--- src/rtl/core/anf_pkg.sv ---
package anf_pkg;

  // filter sizes
  localparam int MAX_AR_ORDER = 8;
  localparam int MAX_MA_ORDER = 8;
  localparam int MAX_TAPS     = (MAX_AR_ORDER > MAX_MA_ORDER) ? MAX_AR_ORDER : MAX_MA_ORDER;

  // counter and index widths
  localparam int TAP_W    = $clog2(MAX_TAPS + 1);
  localparam int AR_IW    = (MAX_AR_ORDER > 1) ? $clog2(MAX_AR_ORDER) : 1;
  localparam int MA_IW    = (MAX_MA_ORDER > 1) ? $clog2(MAX_MA_ORDER) : 1;
  localparam int ACOEF_IW = $clog2(MAX_AR_ORDER + 1);
  localparam int BCOEF_IW = $clog2(MAX_MA_ORDER + 1);

  // field widths
  localparam int OP_W    = 2;
  localparam int CIDX_W  = 4;
  localparam int ORDER_W = 4;
  localparam int COEF_W  = 24;
  localparam int X_W     = 16;
  localparam int Y_W     = 32;
  localparam int CFG_IW  = 2;
  localparam int CFG_DW  = 24;

  // datapath widths
  localparam int MUL_A_W  = COEF_W;
  localparam int MUL_B_W  = 33;
  localparam int PROD_W   = MUL_A_W + MUL_B_W;
  localparam int ACC_W    = 64;
  localparam int MID_W    = 40;
  localparam int MID_LO_W = 20;

  // rounding and saturation constants
  localparam int ROUND_SHIFT = 19;
  localparam logic signed [ACC_W-1:0] ROUND_HALF = 64'sd1 <<< (ROUND_SHIFT - 1);
  localparam logic signed [ACC_W-1:0] MID_MAX = (64'sd1 <<< (MID_W - 1)) - 64'sd1;
  localparam logic signed [ACC_W-1:0] MID_MIN = -(64'sd1 <<< (MID_W - 1));
  localparam logic signed [ACC_W-1:0] Y_MAX   = (64'sd1 <<< (Y_W - 1)) - 64'sd1;
  localparam logic signed [ACC_W-1:0] Y_MIN   = -(64'sd1 <<< (Y_W - 1));

  localparam logic signed [COEF_W-1:0] LEAD_RECIP_RESET = 24'sd524288;

  // configuration register indexes
  localparam logic [CFG_IW-1:0] CFG_AR_ORDER   = 2'd0;
  localparam logic [CFG_IW-1:0] CFG_MA_ORDER   = 2'd1;
  localparam logic [CFG_IW-1:0] CFG_LEAD_RECIP = 2'd2;

  // item operations
  typedef enum logic [OP_W-1:0] {
    OP_LOAD_B = 2'd0,
    OP_LOAD_A = 2'd1,
    OP_FILTER = 2'd2,
    OP_NONE   = 2'd3
  } op_t;

  // product alignment before accumulation
  typedef enum logic [1:0] {
    SH_NONE = 2'd0,
    SH_4    = 2'd1,
    SH_20   = 2'd2
  } shift_t;

  // control word to the multiply-accumulate unit
  typedef struct packed {
    logic   issue;
    logic   clear;
    logic   neg;
    shift_t shift;
  } mac_ctl_t;

endpackage

--- src/rtl/core/anf_mac.sv ---
module anf_mac import anf_pkg::*; (
  input  logic                      clk,
  input  logic                      rst,
  input  mac_ctl_t                  ctl,
  input  logic signed [MUL_A_W-1:0] op_a,
  input  logic signed [MUL_B_W-1:0] op_b,
  output logic signed [ACC_W-1:0]   acc
);

  mac_ctl_t                  ctl_q;
  logic signed [PROD_W-1:0]  prod;
  logic signed [ACC_W-1:0]   term;
  logic signed [ACC_W-1:0]   base;

  // product stage
  always_ff @(posedge clk) begin
    if (rst) begin
      ctl_q <= '0;
    end else begin
      ctl_q <= ctl;
    end
    prod <= op_a * op_b;
  end

  // align the product
  always_comb begin
    term = ACC_W'(prod);
    case (ctl_q.shift)
      SH_4:    term = ACC_W'(prod) <<< 4;
      SH_20:   term = ACC_W'(prod) <<< 20;
      default: term = ACC_W'(prod);
    endcase
    base = ctl_q.clear ? '0 : acc;
  end

  // accumulate stage
  always_ff @(posedge clk) begin
    if (rst) begin
      acc <= '0;
    end else if (ctl_q.issue) begin
      acc <= ctl_q.neg ? (base - term) : (base + term);
    end
  end

endmodule

--- config.mk ---
export PLATFORM = sky130hd
export DESIGN_NAME = anf_mac
export DESIGN_NICKNAME = d
export VERILOG_FILES = /design/src/rtl/core/anf_pkg.sv /design/src/rtl/core/anf_mac.sv
export SDC_FILE = /design/constraint.sdc
export NUM_CORES = 2
export LEC_CHECK = 0
export ABC_AREA = 1
export BUFFER_PORTS_ARGS = -buffer_cell sky130_fd_sc_hd__buf_2
export CAP_MARGIN = 20
export CORE_ASPECT_RATIO = 1.25
export CORE_MARGIN = 2
export CORE_UTILIZATION = 57
export DETAILED_ROUTE_END_ITERATION = 16
export MAX_ROUTING_LAYER = met4
export PLACE_DENSITY = 0.74
export SLEW_MARGIN = 20
export SYNTH_ARGS = -nofsm -noshare
export SYNTH_HDL_FRONTEND = slang
export SYNTH_SLANG_ARGS = --single-unit
--- constraint.sdc ---
create_clock -name clk -period 12.18 [get_ports clk]
set_input_delay 0.609 -clock clk [delete_from_list [all_inputs] [get_ports clk]]
set_output_delay 0.609 -clock clk [all_outputs]
set_load 0.005 [all_outputs]
# Word level (Yosys, flattened, before mapping)
# Index checks and enable logic that the tools add are counted.
dict set report totals {
  ff_bits 126
  input_bits 64
  out_inout_bits 64
  elab_cells 14
}
dict set report op_classes {
  n_addsub 2
  n_mul 1
  eq_ne 2
  muxes 3
}
# cell count
set op_table {}
lappend op_table {{two-way mux 64 bit} 2}
lappend op_table {{case mux 64 bit (2 select lines)} 1}
lappend op_table {{adder 64 bit} 1}
lappend op_table {{subtractor 64 bit} 1}
lappend op_table {{multiplier 24 x 33 -> 57 bit} 1}
lappend op_table {{== test 2 x 1 -> 1 bit (second input constant)} 1}
lappend op_table {{== test 2 bit (second input constant)} 1}

# Longest topological paths before layout
dict set report logic_depth {
  word_depth 4
  depth_mapped 34
}

# Worst setup path before layout
# OpenSTA, ideal clock, no wires.
dict set report synth_path {
  path_type {in2reg}
  startpoint {input op_a[6]}
  endpoint {register prod[56]}
  t_arrival_ps 6406
  required_ps 12058
  path_slack_ps 5653
  path_stages 22
  cell_sequence {clkbuf_1 -> clkbuf_1 -> nand2_1 -> inv_1 -> fa_1 -> inv_1 -> fa_1 -> inv_1 -> fa_1 -> inv_1 -> fa_1 -> fa_1 -> fa_1 -> fa_1 -> inv_1 -> ha_1 -> a21o_1 -> a21oi_1 -> nor2_1 -> a2111oi_0 -> nand3_1 -> xor2_1}
}
dict set report synth_between {
  elab_chain_cells 1
}
# item line
set synth_lines {}
lappend synth_lines {{from (decl)} anf_mac.sv:5} ;# input logic signed [MUL_A_W-1:0] op_a,
lappend synth_lines {{multiplier 24 x 33 -> 57 bit} anf_mac.sv:22} ;# prod <= op_a * op_b;
lappend synth_lines {{to (signal assigned)} anf_mac.sv:22}
lappend synth_lines {{to (decl)} anf_mac.sv:11} ;# logic signed [PROD_W-1:0] prod;
# Every way passes these cells.
# A chain may end at the register's enable or synchronous reset.

# Final worst setup path
dict set report layout_path {
  startpoint {input op_a[0]}
  endpoint {register prod[52]}
}
# Same word-level chain as after synthesis.

==> impl_metrics.tcl <==
set metrics [dict create \
    status "complete, no violations" \
    ys_ff_latch 126 \
    clk_pin_slew_ps 60 \
    relSlewSlack 0.220 \
    grt_max_degree 93 \
    layout_min_cycle_time_ps 7380 \
    clk_path_buf_depth 2 \
    cts_root_buf "clkbuf_16" \
    rsz0062_at_grt "no" \
    finalMaxSlewViolations 0 \
    finalSetupTns_ps 0 \
    ios 128 \
    postCtsSetupBuffers 0 \
    seq_area_frac_synth 0.0615 \
    crit_type "input port to flip-flop" \
    finalClockSkew_ps 12.4 \
    fillers 6825 \
    hold_path.class "input port to flip-flop" \
    drc 0 \
    vias 35391 \
    synthFlopType "dfxtp_1" \
    grt_pass1_vias 38560 \
    syn-cell-area_mm2 0.0410 \
    synth_cell_types 49 \
    async_reset_ff_frac 0 \
    cap_violations 0 \
    critPathCaptureType "flip-flop" \
    worstRegToRegCells 24 \
    viasPerCell 5.33 \
    cts_tree "done" \
    ff_latch_area_mm2 0.00252 \
    fmax_mhz 136 \
    rows 109 \
    drive_above_1_share 0.0421 \
    die_y_um 304 \
    whs_path_depth 3 \
    clock_latency_ps 460 \
    syn-num-nets 6836 \
    post-route-period-util 0.606 \
    htreeDepth 4 \
    setup_viol 0 \
    utilization 0.600 \
    final_nets 6775 \
    rrSetupSlack_ps 6160 \
    avgSynthCellArea_um2 7.13 \
    wirelength_mm 126 \
    yosysWarnings 0 \
    grt_usage 0.362 \
    grt_pass1_wl_mm 202 \
    whs_ps 347 \
    die_w_um 244 \
    numPortBuffers 127 \
    ant_nets 0 \
    synth_edf_count 0 \
    grt-ovfl-total 0 \
    drtIter0Drc 2398 \
    postCtsHoldBufs 0 \
    worst_slew_pin_slew_ps 1160 \
    cp.arrival_ps 7700 \
    cts.sinks 126 \
    multi_input_comb_area_mm2 0.0315 \
    cp.required_ps 12500 \
    dieArea_mm2 0.0741 \
    antenna_found_initial 1 \
    gp_congestion 0.992 \
    numCtsBuffers 17 \
    ctsResizeCount 0 \
    core_mm2 0.0709 \
    antenna_cells 0 \
    hold_viol 0 \
    first_pass_iters 5 \
    syn_inst 5748 \
    critPathLaunchType "input port" \
    path_max_fanout 33 \
    wl_per_cell_um 19.0 \
    syn_to_final_growth_pct 3.83 \
    start_util 0.578 \
    dp_hpwl_mm 104 \
]
area by class of cell:
class | instances | area share
inverter | 1598 | 0.141
timing repair buffer | 145 | 0.0181
multi-input combinational | 3799 | 0.740
clock inverter | 15 | 0.00373
sequential | 126 | 0.0593
tap | 943 | 0.0277
clock buffer | 17 | 0.00999
cells by family (layout without fill, tap and decap cells):
group,after synthesis,after routing,share of synthesized area
buffers and inverters,1823,1775,0.170
AOI/OAI and AO/OA,501,501,0.0667
and+or+nand+nor,2113,2113,0.207
xor gates and xnor gates,161,161,0.0344
adders and majority gates,1024,1024,0.460
DFF,126,126,0.0615
critical path, cell delays in order:
cell	delay, ps
buf_2	670
nand2_1	200
inv_1	180
fa_1	540
fa_1	720
inv_1	220
fa_1	530
inv_1	50
fa_1	480
fa_1	510
fa_1	490
inv_1	50
fa_1	470
inv_1	40
ha_1	300
inv_1	100
o21bai_1	100
nor2_1	210
nor2_1	60
nor2_1	210
o21ai_0	110
a21boi_0	370
o211ai_1	250
xor2_1	190
metrics by stage:
| stage | std cells | instance area (um2) | setup slack [ps] |
|---|---|---|---|
| after CTS | 6643 | 42600 | 4890 |
| after global placement | 6611 | 42000 | 4410 |
| after floorplan | 5748 | 41000 | 5650 |
| after global routing | 6643 | 42600 | 4520 |
| after detailed placement | 6611 | 42000 | 4420 |
| final | 6643 | 42600 | 4800 |
final timing paths:
| kind | endpoint | startpoint |
|---|---|---|
| worst max register to register | acc[44]$_SDFFE_PP0P_ | ctl_q[0]$_SDFF_PP0_ |
| worst max-delay path | prod[52]$_DFF_P_ | op_a[0] |
| worst min register to register | acc[1]$_SDFFE_PP0P_ | acc[1]$_SDFFE_PP0P_ |
| worst min-delay path | ctl_q[3]$_SDFF_PP0_ | ctl[3] |
flip-flops by register name (all words and copies together), names as in the netlist:
register	cells
prod	57
acc	64
ctl_q	5
routing by layer:
metal,GRT usage,share of wire
met1,0.395,0.37
met2,0.640,0.51
met3,0.0412,0.060
met4,0.202,0.062
met5,-,0
placed cells by master, fill, tap and decap left out, types with 21 or more instances in the layout:
master,netlist,final
nand2_1,1390,1390
nand3_1,200,200
inv_1,1593,1592
dfxtp_1,126,125
nand4_1,21,21
xor2_1,119,119
o21ai_0,167,167
ha_1,218,218
xnor2_1,42,42
a21oi_1,226,226
buf_2,9,127
nor2_1,410,410
fa_1,806,806
cells in the mapped netlist (12+ instances only):
master,number,area share
a21boi_0,12,0.0022
inv_1,1593,0.15
nor2_1,410,0.038
nand3_1,200,0.024
nor3_1,18,0.0022
nor2_2,14,0.0021
clkbuf_1,192,0.018
a21o_1,16,0.0029
dfxtp_1,126,0.062
o21ai_0,167,0.020
a21oi_1,226,0.028
xor2_1,119,0.025
fa_1,806,0.39
o21a_1,13,0.0024
ha_1,218,0.067
o21ai_1,15,0.0018
a31oi_1,19,0.0029
or2_2,13,0.0020
xnor2_1,42,0.0090
nand4_1,21,0.0032
nand2_1,1390,0.13
o21bai_1,16,0.0029
buf_6,14,0.0038
Power is not shown: default switching activity piles up to over one toggle a cycle in this logic, so the estimate is an artifact.
